**src/rtl/core/sca_pkg.sv**
```systemverilog
`default_nettype none
package sca_pkg;

  localparam int NUM_CHANNELS_DEF  = 8;
  localparam int ORIGIN_BITS_DEF   = 16;
  localparam int PRIORITY_BITS_DEF = 8;

  localparam int CFG_W = 4;
  localparam logic [CFG_W-1:0] ACTIVE_RESET = 4'd8;

  localparam int REQ_W = 2;
  localparam logic [REQ_W-1:0] REQ_START = 2'd0;
  localparam logic [REQ_W-1:0] REQ_STOP  = 2'd1;
  localparam logic [REQ_W-1:0] REQ_FREE  = 2'd2;

  localparam int UPC_W = 3;
  typedef logic [UPC_W-1:0] upc_t;

  localparam upc_t U_START = 3'd0;
  localparam upc_t U_ALLOC = 3'd1;
  localparam upc_t U_STEAL = 3'd2;
  localparam upc_t U_STOP  = 3'd3;
  localparam upc_t U_FREE  = 3'd4;
  localparam upc_t U_NOP   = 3'd5;

  typedef enum logic [2:0] {
    OP_NONE,
    OP_MATCH,
    OP_ALLOC,
    OP_STEAL,
    OP_RELEASE
  } dp_op_t;

  typedef struct packed {
    dp_op_t op;
    logic   assign_hit;
    logic   last;
    logic   last_if_hit;
    upc_t   next;
  } ucode_t;

  typedef enum logic {
    SEQ_IDLE,
    SEQ_RUN
  } seq_state_t;

  typedef struct packed {
    logic   load;
    logic   step;
    dp_op_t op;
    logic   assign_hit;
    logic   finish;
  } dp_ctrl_t;

  typedef struct packed {
    logic hit;
  } dp_status_t;

endpackage
`default_nettype wire

```
**src/rtl/core/sca_ucode_rom.sv**
```systemverilog
`default_nettype none
module sca_ucode_rom
  import sca_pkg::*;
(
  input  wire upc_t             upc,
  input  wire logic [REQ_W-1:0] req_type,
  output ucode_t                word,
  output upc_t                  entry
);

  always_comb begin
    case (upc)
      U_START: word = '{op: OP_MATCH,   assign_hit: 1'b0, last: 1'b0, last_if_hit: 1'b0,
                        next: U_ALLOC};
      U_ALLOC: word = '{op: OP_ALLOC,   assign_hit: 1'b1, last: 1'b0, last_if_hit: 1'b1,
                        next: U_STEAL};
      U_STEAL: word = '{op: OP_STEAL,   assign_hit: 1'b1, last: 1'b1, last_if_hit: 1'b0,
                        next: U_NOP};
      U_STOP:  word = '{op: OP_MATCH,   assign_hit: 1'b0, last: 1'b1, last_if_hit: 1'b0,
                        next: U_NOP};
      U_FREE:  word = '{op: OP_RELEASE, assign_hit: 1'b0, last: 1'b1, last_if_hit: 1'b0,
                        next: U_NOP};
      default: word = '{op: OP_NONE,    assign_hit: 1'b0, last: 1'b1, last_if_hit: 1'b0,
                        next: U_NOP};
    endcase
  end

  always_comb begin
    case (req_type)
      REQ_START: entry = U_START;
      REQ_STOP:  entry = U_STOP;
      REQ_FREE:  entry = U_FREE;
      default:   entry = U_NOP;
    endcase
  end

endmodule
`default_nettype wire

```
**src/rtl/core/sca_seq.sv**
```systemverilog
`default_nettype none
module sca_seq
  import sca_pkg::*;
(
  input  wire logic             clk,
  input  wire logic             rst_n,
  input  wire logic             in_valid,
  output logic                  in_ready,
  input  wire logic [REQ_W-1:0] req_type,
  output logic                  out_valid,
  input  wire logic             out_ready,
  input  wire dp_status_t       status,
  output dp_ctrl_t              ctrl
);

  seq_state_t state_r, state_nxt;
  upc_t       upc_r, upc_nxt;
  logic       out_valid_r, out_valid_nxt;
  ucode_t     word;
  upc_t       entry;
  logic       accept;
  logic       step_en;
  logic       finish;

  sca_ucode_rom u_rom (
    .upc      (upc_r),
    .req_type (req_type),
    .word     (word),
    .entry    (entry)
  );

  assign accept  = in_valid && (state_r == SEQ_IDLE);
  assign step_en = (state_r == SEQ_RUN) && (!out_valid_r || out_ready);
  assign finish  = word.last || (word.last_if_hit && status.hit);

  // next state
  always_comb begin
    state_nxt = state_r;
    upc_nxt   = upc_r;
    case (state_r)
      SEQ_IDLE: begin
        if (accept) begin
          state_nxt = SEQ_RUN;
          upc_nxt   = entry;
        end
      end
      SEQ_RUN: begin
        if (step_en) begin
          if (finish) begin
            state_nxt = SEQ_IDLE;
          end else begin
            upc_nxt = word.next;
          end
        end
      end
      default: state_nxt = SEQ_IDLE;
    endcase
  end

  always_comb begin
    out_valid_nxt = out_valid_r;
    if (out_valid_r && out_ready) begin
      out_valid_nxt = 1'b0;
    end
    if (step_en && finish) begin
      out_valid_nxt = 1'b1;
    end
  end

  // outputs
  always_comb begin
    in_ready        = (state_r == SEQ_IDLE);
    out_valid       = out_valid_r;
    ctrl.load       = accept;
    ctrl.step       = step_en;
    ctrl.op         = word.op;
    ctrl.assign_hit = word.assign_hit;
    ctrl.finish     = finish;
  end

  always_ff @(posedge clk) begin
    if (!rst_n) begin
      state_r     <= SEQ_IDLE;
      upc_r       <= U_NOP;
      out_valid_r <= 1'b0;
    end else begin
      state_r     <= state_nxt;
      upc_r       <= upc_nxt;
      out_valid_r <= out_valid_nxt;
    end
  end

endmodule
`default_nettype wire

```
**src/rtl/core/sca_chan_dp.sv**
```systemverilog
`default_nettype none
module sca_chan_dp
  import sca_pkg::*;
#(
  parameter int NUM_CHANNELS  = NUM_CHANNELS_DEF,
  parameter int ORIGIN_BITS   = ORIGIN_BITS_DEF,
  parameter int PRIORITY_BITS = PRIORITY_BITS_DEF,
  parameter int CH_W          = (NUM_CHANNELS > 1) ? $clog2(NUM_CHANNELS) : 1
)(
  input  wire logic                     clk,
  input  wire logic                     rst_n,
  input  wire dp_ctrl_t                 ctrl,
  output dp_status_t                    status,
  input  wire logic [CFG_W-1:0]         active_channels,
  input  wire logic [ORIGIN_BITS-1:0]   origin_id,
  input  wire logic                     has_origin,
  input  wire logic [PRIORITY_BITS-1:0] priority_req,
  input  wire logic [CH_W-1:0]          channel_index,
  output logic                          granted,
  output logic [CH_W-1:0]               channel,
  output logic [NUM_CHANNELS-1:0]       stopped_mask
);

  localparam int CNT_W = $clog2(NUM_CHANNELS + 1);

  logic [NUM_CHANNELS-1:0]  busy_r;
  logic [NUM_CHANNELS-1:0]  chas_r;
  logic [ORIGIN_BITS-1:0]   corg_r [NUM_CHANNELS];
  logic [PRIORITY_BITS-1:0] cpri_r [NUM_CHANNELS];

  logic                     has_r;
  logic [ORIGIN_BITS-1:0]   org_r;
  logic [PRIORITY_BITS-1:0] pri_r;
  logic [CH_W-1:0]          idx_r;
  logic [NUM_CHANNELS-1:0]  acc_r;

  logic                     granted_r;
  logic [CH_W-1:0]          channel_r;
  logic [NUM_CHANNELS-1:0]  mask_r;

  logic [CNT_W-1:0]         n_eff;
  logic [NUM_CHANNELS-1:0]  inr;
  logic [NUM_CHANNELS-1:0]  match;
  logic [NUM_CHANNELS-1:0]  cand;
  logic [NUM_CHANNELS-1:0]  first_oh;
  logic [CH_W-1:0]          first_idx;
  logic                     hit;
  logic                     grant_now;

  always_comb begin
    if ({{(32-CFG_W){1'b0}}, active_channels} > 32'(NUM_CHANNELS)) begin
      n_eff = CNT_W'(NUM_CHANNELS);
    end else begin
      n_eff = CNT_W'(active_channels);
    end
  end

  always_comb begin
    for (int c = 0; c < NUM_CHANNELS; c++) begin
      inr[c]   = CNT_W'(c) < n_eff;
      match[c] = busy_r[c] && (chas_r[c] == has_r) && (!has_r || (corg_r[c] == org_r));
      case (ctrl.op)
        OP_MATCH:   cand[c] = inr[c] && match[c];
        OP_ALLOC:   cand[c] = inr[c] && (!busy_r[c] || (has_r && match[c]));
        OP_STEAL:   cand[c] = inr[c] && (cpri_r[c] >= pri_r);
        OP_RELEASE: cand[c] = inr[c] && (idx_r == CH_W'(c));
        default:    cand[c] = 1'b0;
      endcase
    end
  end

  // first candidate from index zero
  always_comb begin
    first_oh  = '0;
    first_idx = '0;
    for (int c = NUM_CHANNELS - 1; c >= 0; c--) begin
      if (cand[c]) begin
        first_oh      = '0;
        first_oh[c]   = 1'b1;
        first_idx     = CH_W'(c);
      end
    end
  end

  assign hit        = |cand;
  assign status.hit = hit;
  assign grant_now  = ctrl.assign_hit && hit;

  always_ff @(posedge clk) begin
    if (!rst_n) begin
      busy_r <= '0;
    end else if (ctrl.step) begin
      for (int c = 0; c < NUM_CHANNELS; c++) begin
        if (first_oh[c]) begin
          busy_r[c] <= ctrl.assign_hit;
        end
      end
    end
  end

  always_ff @(posedge clk) begin
    if (ctrl.step && ctrl.assign_hit) begin
      for (int c = 0; c < NUM_CHANNELS; c++) begin
        if (first_oh[c]) begin
          chas_r[c] <= has_r;
          corg_r[c] <= org_r;
          cpri_r[c] <= pri_r;
        end
      end
    end
  end

  always_ff @(posedge clk) begin
    if (ctrl.load) begin
      has_r <= has_origin;
      org_r <= has_origin ? origin_id : '0;
      pri_r <= priority_req;
      idx_r <= channel_index;
      acc_r <= '0;
    end else if (ctrl.step) begin
      acc_r <= acc_r | (first_oh & busy_r);
    end
  end

  always_ff @(posedge clk) begin
    if (ctrl.step && ctrl.finish) begin
      mask_r    <= acc_r | (first_oh & busy_r);
      granted_r <= grant_now;
      channel_r <= grant_now ? first_idx : '0;
    end
  end

  assign granted      = granted_r;
  assign channel      = channel_r;
  assign stopped_mask = mask_r;

endmodule
`default_nettype wire

```
**src/rtl/core/sound_channel_allocator.sv**
```systemverilog
`default_nettype none
// channel   direction  ports
// in        input      in_valid / in_ready, req_type origin_id has_origin priority_req ...
// out       output     out_valid / out_ready, granted channel stopped_mask
// cfg       input      cfg_wr_en, cfg_wr_data (active_channels)
//
// one request at a time; a microcode step scans all channels at once
// a start runs 2 or 3 steps, stop and free 1; the result is valid right after the last step
// a transaction holds the block from its acceptance through its last step
// a waiting result holds the next step until out_ready; a new request may be accepted meanwhile
// synchronous reset frees every channel and sets active_channels to 8
module sound_channel_allocator
  import sca_pkg::*;
#(
  parameter int NUM_CHANNELS  = NUM_CHANNELS_DEF,
  parameter int ORIGIN_BITS   = ORIGIN_BITS_DEF,
  parameter int PRIORITY_BITS = PRIORITY_BITS_DEF,
  parameter int CH_W          = (NUM_CHANNELS > 1) ? $clog2(NUM_CHANNELS) : 1
)(
  input  wire logic                     clk,
  input  wire logic                     rst_n,
  input  wire logic                     cfg_wr_en,
  input  wire logic [CFG_W-1:0]         cfg_wr_data,
  input  wire logic                     in_valid,
  output logic                          in_ready,
  input  wire logic [REQ_W-1:0]         in_req_type,
  input  wire logic [ORIGIN_BITS-1:0]   in_origin_id,
  input  wire logic                     in_has_origin,
  input  wire logic [PRIORITY_BITS-1:0] in_priority_req,
  input  wire logic [CH_W-1:0]          in_channel_index,
  output logic                          out_valid,
  input  wire logic                     out_ready,
  output logic                          out_granted,
  output logic [CH_W-1:0]               out_channel,
  output logic [NUM_CHANNELS-1:0]       out_stopped_mask
);

  logic [CFG_W-1:0] active_r;
  dp_ctrl_t         ctrl;
  dp_status_t       status;

  always_ff @(posedge clk) begin
    if (!rst_n) begin
      active_r <= ACTIVE_RESET;
    end else if (cfg_wr_en) begin
      active_r <= cfg_wr_data;
    end
  end

  sca_seq u_seq (
    .clk       (clk),
    .rst_n     (rst_n),
    .in_valid  (in_valid),
    .in_ready  (in_ready),
    .req_type  (in_req_type),
    .out_valid (out_valid),
    .out_ready (out_ready),
    .status    (status),
    .ctrl      (ctrl)
  );

  sca_chan_dp #(
    .NUM_CHANNELS  (NUM_CHANNELS),
    .ORIGIN_BITS   (ORIGIN_BITS),
    .PRIORITY_BITS (PRIORITY_BITS),
    .CH_W          (CH_W)
  ) u_dp (
    .clk             (clk),
    .rst_n           (rst_n),
    .ctrl            (ctrl),
    .status          (status),
    .active_channels (active_r),
    .origin_id       (in_origin_id),
    .has_origin      (in_has_origin),
    .priority_req    (in_priority_req),
    .channel_index   (in_channel_index),
    .granted         (out_granted),
    .channel         (out_channel),
    .stopped_mask    (out_stopped_mask)
  );

endmodule
`default_nettype wire

```
**config.mk**
```make
export PLATFORM = sky130hd
export DESIGN_NAME = sound_channel_allocator
export DESIGN_NICKNAME = d
export VERILOG_FILES = /design/src/rtl/core/sca_pkg.sv /design/src/rtl/core/sca_ucode_rom.sv /design/src/rtl/core/sca_seq.sv /design/src/rtl/core/sca_chan_dp.sv /design/src/rtl/core/sound_channel_allocator.sv
export SDC_FILE = /design/constraint.sdc
export NUM_CORES = 1
export LEC_CHECK = 0
export ABC_AREA = 1
export CORE_ASPECT_RATIO = 1.75
export CORE_MARGIN = 3
export CORE_UTILIZATION = 42
export DETAILED_ROUTE_END_ITERATION = 10
export DONT_BUFFER_PORTS = 1
export GPL_ROUTABILITY_DRIVEN = 1
export GPL_TIMING_DRIVEN = 0
export SLEW_MARGIN = 10
export SYNTH_ARGS = -nofsm -noshare
export SYNTH_HDL_FRONTEND = slang
export SYNTH_SLANG_ARGS = --single-unit
```
**constraint.sdc**
```tcl
create_clock -name clk -period 3.6 [get_ports clk]
set_input_delay 0.36 -clock clk [delete_from_list [all_inputs] [get_ports clk]]
set_output_delay 0.36 -clock clk [all_outputs]
set_load 0.05 [all_outputs]
```
==> results of run 1 <==
-- cells by family after synthesis --
logic type | after synthesis | share of synthesized area [%]
adders and majority gates | 64 | 6.16
xor gates and xnor gates | 50 | 3.37
DFF | 265 | 59.3
and+or+nand+nor | 624 | 19.5
buffers and inverters | 209 | 6.50
AOI/OAI and AO/OA | 117 | 5.15
-- flip-flops by register name, summed over array words and instances (netlist names), 3 cells and up --
| name | flops |
|---|---|
| u_dp.cpri_r | 64 |
| u_seq.upc_r | 3 |
| u_dp.chas_r | 8 |
| u_dp.busy_r | 8 |
| u_dp.acc_r | 8 |
| active_r | 4 |
| u_dp.stopped_mask | 8 |
| u_dp.idx_r | 3 |
| u_dp.corg_r | 128 |
| u_dp.org_r | 16 |
| u_dp.pri_r | 8 |
| u_dp.channel | 3 |
-- repair_timing --
action	CTS	global route
endpoints found under the setup margin	87	135
hold buffers	20	0
pin swaps	0	0
setup buffers	0	21
resized for setup	6	8
endpoints found under the hold margin	19	0
-- area by class of cell --
cell class / instances / area share (%)
Antenna cell: 2 / 0.0336
Clock inverter: 11 / 0.891
Tap cell: 387 / 3.25
Buffer: 22 / 0.942
Multi-Input combinational cell: 855 / 30.2
Inverter: 187 / 4.98
Sequential cell: 265 / 51.8
Clock buffer: 33 / 4.68
Timing Repair Buffer: 47 / 3.21
-- layer usage --
layer,global-route usage (%),vias to the layer above,share of wire (%)
li1,-,4485,-
met1,19.2,4193,36
met2,39.2,164,57
met3,2.12,66,2.9
met4,8.58,2,4.5
met5,0,-,0.037
-- through the flow --
step	worst slack (ns)	cell area, µm²	power [mW]	std cells
floorplan	0.218	13000	4.04	1329
CTS	0.0314	14700	6.95	1786
detailed placement	-0.236	13600	4.25	1722
global route	0.0382	14900	7.17	1808
finish	0.231	14900	6.92	1809
global placement	-1.82	13500	4.22	1716
-- layout by cell type (no fill, tap or decap), types with 5 or more instances in the layout --
| cell | count |
|---|---|
| nand2_1 | 420 |
| edfxtp_1 | 240 |
| inv_1 | 158 |
| nor2_1 | 138 |
| ha_1 | 64 |
| a21oi_1 | 56 |
| xor2_1 | 46 |
| buf_4 | 35 |
| o21ai_0 | 29 |
| nand4_1 | 27 |
| dfxtp_1 | 25 |
| clkbuf_16 | 25 |
| dlygate4sd3_1 | 20 |
| inv_2 | 18 |
| nand3_1 | 11 |
| nand2_2 | 9 |
| clkbuf_1 | 8 |
| nor2_4 | 7 |
| o41ai_1 | 6 |
| clkinvlp_4 | 6 |
| buf_12 | 6 |
| clkinv_1 | 5 |
| a21oi_2 | 5 |
-- power groups by stage --
stage	sequential (mW)	combinational (mW)	clock, mW
floorplan	3.57	0.472	0
global placement	3.60	0.621	0
detailed placement	3.60	0.647	0
CTS	3.53	0.671	2.74
global route	3.53	0.784	2.86
finish	3.52	0.700	2.70
-- path summary, 6_finish.rpt --
kind	from	end	slack, ns	depth (start not counted)
worst max register to register	u_dp.org_r[4]	u_dp.corg_r[1][37]	0.23	16
worst min register to register	u_dp.acc_r[1]	u_dp.acc_r[1]	0.47	2
worst min-delay path	in_origin_id[14]	u_dp.org_r[14]	0.01	2
worst max-delay path	u_dp.org_r[4]	u_dp.corg_r[1][37]	0.23	16
==> results.toml, run 1 <==
[run_status]
status = "finished clean"

[route]
viasPerCell = 4.93
post_drt_wl_per_cell_um = 17.8
vias = 8910
drc = 0
drtPass1Iterations = 5
drt-total-wl_um = 32200
drtAntennaViolNets = 0
drtIter0Drc = 551

[die]
initial_core_util_pct = 43.0
die_width_um = 139
fp.dieArea_um2 = 33200
core_area_um2 = 30300
io_pins = 53
rows = 84
die_h_um = 239

[synth]
ys_warn_count = 0
synthArstFlopShare_pct = 0
avgSynthCellArea_um2 = 9.78
syn_inst = 1329
yosys-top-cells-area = "edfxtp_1, nand2_1, ha_1"
synth_seq_area_share_pct = 59.3
synth_ff_type = "edfxtp_1"
yosys.cell_count.top_type = "nand2_1"
yosys.area.top_type = "edfxtp_1"
ys_ff_latch = 265
syn_nets = 1432
synth_common_cells = "nand2_1, edfxtp_1, inv_1, nor2_1, ha_1"
ys_types = 37
synth_enable_flop_cells = 240
synth_top_cell_area_share_pct = 55.4
synth_area_um2 = 13000

[sta]
final.period_utilization_pct = 93.6
final-hold-violation-count = 0
finalCriticalPeriod_ns = 3.37
tightestPinTransition_ns = 0.743
slew_viol_final = 0
holdWs_ns = 0.0138
setup_viol = 0
finalClockSkew_ns = 0.0139
rsz0062_at_grt = "no"
slew_headroom_pct = 50.5
fmax_mhz = 297
setup_tns_ns = 0

[min_path]
hold_path_class = "in2reg"

[worst_setup_path]
worstSetupEndpointType = "flip-flop"
start_kind = "flip-flop"
cp_slowest_cell = "edfxtp_1"
cp.required_ns = 3.78
worstPathCellList = "buf_4 -> inv_2 -> nand2_1 -> o21ai_0 -> nor2_1 -> nand2_1 -> nor2_1 -> nand3_1 -> a21oi_2 -> nand2_4 -> nand2_4 -> nor2_8 -> inv_2 -> nor2_4 -> nand4_1 -> clkinv_4"
cp_top_family = "simple AND/OR/NAND/NOR gates"
criticalPathCategory = "reg2reg"
slowest_delay_ns = 0.49
critPathBufInv = 4
cp.arrival_ns = 3.55
critPathMaxFanout = 25

[clock_network]
path_clk_slew_ns = 0.07
ctsHtreeMaxLevel = 1
insertion_delay_ns = 0.53
clockRootBuffer = "clkbuf_16"
cts_buffer_depth = 3
cts_made_buffers = 24
cts_tree = "yes"
cts.sinks = 265

[final_layout]
seq_area_um2 = 7710
nets = 1505
syn_to_final_growth_pct = 14.4
fill_cells = 2812
multiInputGateArea_um2 = 4490
drive_gt1_share_pct = 9.86
post-route-util_pct = 49.2

[power]
ir_drop_mv = 0.386
pwr-share-seq_pct = 50.9
p_sw_mw = 1.70
power.leakage_nw = 6.24
comb_power_share_pct = 10.1
powerDensity_nw_per_um2 = 465
clock_power_share_pct = 39.0
internal_power_mw = 5.23
swShare_pct = 24.5

[place]
place_hpwl_um = 23500
gp_congestion = 0.876
port_buffers = 0

[global_route]
grt_start_max_net_pins = 26
overflow = 0
antenna_found_initial = 3
grt_usage_pct = 19.3
grt_pass1_wl_um = 48600
grt_pass1_vias = 8956

[run]
cap_violations = 0
Note: power is estimated with default switching activity, not from simulation.
==> inputs of run 2 (changes only) <==
--- a/config.mk
+++ b/config.mk
@@ -9,6 +9,7 @@
 export CORE_ASPECT_RATIO = 1.75
 export CORE_MARGIN = 3
 export CORE_UTILIZATION = 42
+export CTS_BUF_LIST = sky130_fd_sc_hd__clkbuf_8 sky130_fd_sc_hd__clkbuf_16
 export DETAILED_ROUTE_END_ITERATION = 10
 export DONT_BUFFER_PORTS = 1
 export GPL_ROUTABILITY_DRIVEN = 1
==> run 2 against run 1 <==
Net effect: critical path depth is the same; global-route usage unchanged; first-iteration DRC count stayed put; die area unchanged; sequential power barely moved; worst setup slack worse by 0.0028 ns; largest cell class unchanged; largest power group unchanged.
==> results.toml, run 2 (synthesis gave the netlist of run 1 again) <==
[die]
fp.dieArea_um2 = 33200
rows = 84
initial_core_util_pct = 43.0
io_pins = 53
die_h_um = 239
core_area_um2 = 30300
die_width_um = 139

[sta]
rsz0062_at_grt = "no"
finalClockSkew_ns = 0.0138
fmax_mhz = 297
tightestPinTransition_ns = 0.743
slew_viol_final = 0
setup_viol = 0
fin_ws_ns = 0.228
final-hold-violation-count = 0
slew_headroom_pct = 50.5
final.period_utilization_pct = 93.7
setup_tns_ns = 0
holdWs_ns = 0.0134
finalCriticalPeriod_ns = 3.37

[final_layout]
reg.largest.list = "u_dp.corg_r: 128 flops, u_dp.cpri_r: 64 flops, u_dp.org_r: 16 flops"
largest_reg_flops = 128
syn_to_final_growth_pct = 14.4
nets = 1505
fill_cells = 2812
layout_common_cells = "nand2_1, edfxtp_1, inv_1"
drive_gt1_share_pct = 9.86
design_area_um2 = 14900
largest-register = "u_dp.corg_r"
final_common_cell = "nand2_1"

[route]
drtAntennaViolNets = 0
drt-total-wl_um = 32200
vias = 8893
drtPass1Iterations = 5
met1_length_um = 11500
met3_length_um = 924
drc = 0
post_drt_wl_per_cell_um = 17.8
met2RoutedLength_um = 18400
viasPerCell = 4.92
drtIter0Drc = 551
top_layer = "met5"

[place]
place_hpwl_um = 23500
dp_slack_ns = -0.236
port_buffers = 0
placedInstanceArea_um2 = 13600
gp_congestion = 0.876

[global_route]
grt_start_max_net_pins = 26
grt_usage_pct = 19.3
antenna_found_initial = 3
overflow = 0
grt_pass1_vias = 8956
grt_pass1_wl_um = 48600

[clock_network]
path_clk_slew_ns = 0.07
insertion_delay_ns = 0.53
clockRootBuffer = "clkbuf_16"
cts.sinks = 265
cts_made_buffers = 24
cts_tree = "yes"
cts_buffer_depth = 3
ctsHtreeMaxLevel = 1

[run]
cap_violations = 0

[power]
powerDensity_nw_per_um2 = 465
p_total_mw = 6.91
power.leakage_nw = 6.26
ir_drop_mv = 0.386

[worst_setup_path]
cp.arrival_ns = 3.55
start_kind = "flip-flop"
worstSetupEndpointType = "flip-flop"
cp.required_ns = 3.78
critPathMaxFanout = 25
criticalPathCategory = "reg2reg"

[run_status]
status = "finished clean"

[min_path]
hold_path_class = "in2reg"
-- run 2: changes by cell type in the layout (fill, tap and decap cells not counted) --
cell,before,now
inv_1,158,162
clkbuf_1,8,4
-- run 2: cell type report --
| type | instances | area (µm²) | share of cell area (%) |
|---|---|---|---|
| Sequential cell | 265 | 7710 | 51.8 |
| Multi-Input combinational cell | 855 | 4490 | 30.2 |
| Inverter | 187 | 741 | 4.98 |
| Clock buffer | 29 | 681 | 4.57 |
| Tap cell | 387 | 484 | 3.25 |
| Timing Repair Buffer | 47 | 478 | 3.21 |
| Clock inverter | 15 | 148 | 0.992 |
| Buffer | 22 | 140 | 0.942 |
| Antenna cell | 2 | 5.00 | 0.0336 |
-- run 2: worst max-delay path, cell delays in order, from the launching register on --
cell and delay, ns:
edfxtp_1 0.49, buf_4 0.23, inv_2 0.07, nand2_1 0.13
o21ai_0 0.10, nor2_1 0.30, nand2_1 0.08, nor2_1 0.12
nand3_1 0.26, a21oi_2 0.31, nand2_4 0.12, nand2_4 0.13
nor2_8 0.06, inv_2 0.07, nor2_4 0.05, nand4_1 0.15
clkinv_4 0.31
-- run 2: repair_timing --
action                                  4_1_cts  5_1_grt
endpoints found under the hold margin        19        0
hold buffers                                 20        0
gates resized for setup                       6        8
setup buffers                                 0       21
endpoints found under the setup margin       87      135
-- run 2: path summary, 6_finish.rpt --
path                     from                  to  slack [ns]  cells past startpoint
max             u_dp.org_r[4]  u_dp.corg_r[1][45]        0.23                     16
min          in_origin_id[14]      u_dp.org_r[14]        0.01                      2
min reg2reg     u_dp.acc_r[1]       u_dp.acc_r[1]        0.47                      2
max reg2reg     u_dp.org_r[4]  u_dp.corg_r[1][45]        0.23                     16
-- run 2: report_power, final --
group	internal, mW	total [mW]	switching [mW]
Combinational	0.235	0.700	0.465
Clock	1.56	2.69	1.13
Sequential	3.42	3.52	0.101
-- run 2: per-stage QoR --
stage                     instances  util [%]
final                          1809      49.2
after global routing           1808      49.1
after CTS                      1786      48.5
after detailed placement       1722      45.1
after global placement         1716      44.6
after floorplan                1329         -
-- run 2: layer usage --
| metal | up-vias | global-route usage [%] |
|---|---|---|
| li1 | 4485 | - |
| met1 | 4188 | 19.2 |
| met2 | 154 | 39.2 |
| met3 | 64 | 2.12 |
| met4 | 2 | 8.58 |
| met5 | - | 0 |
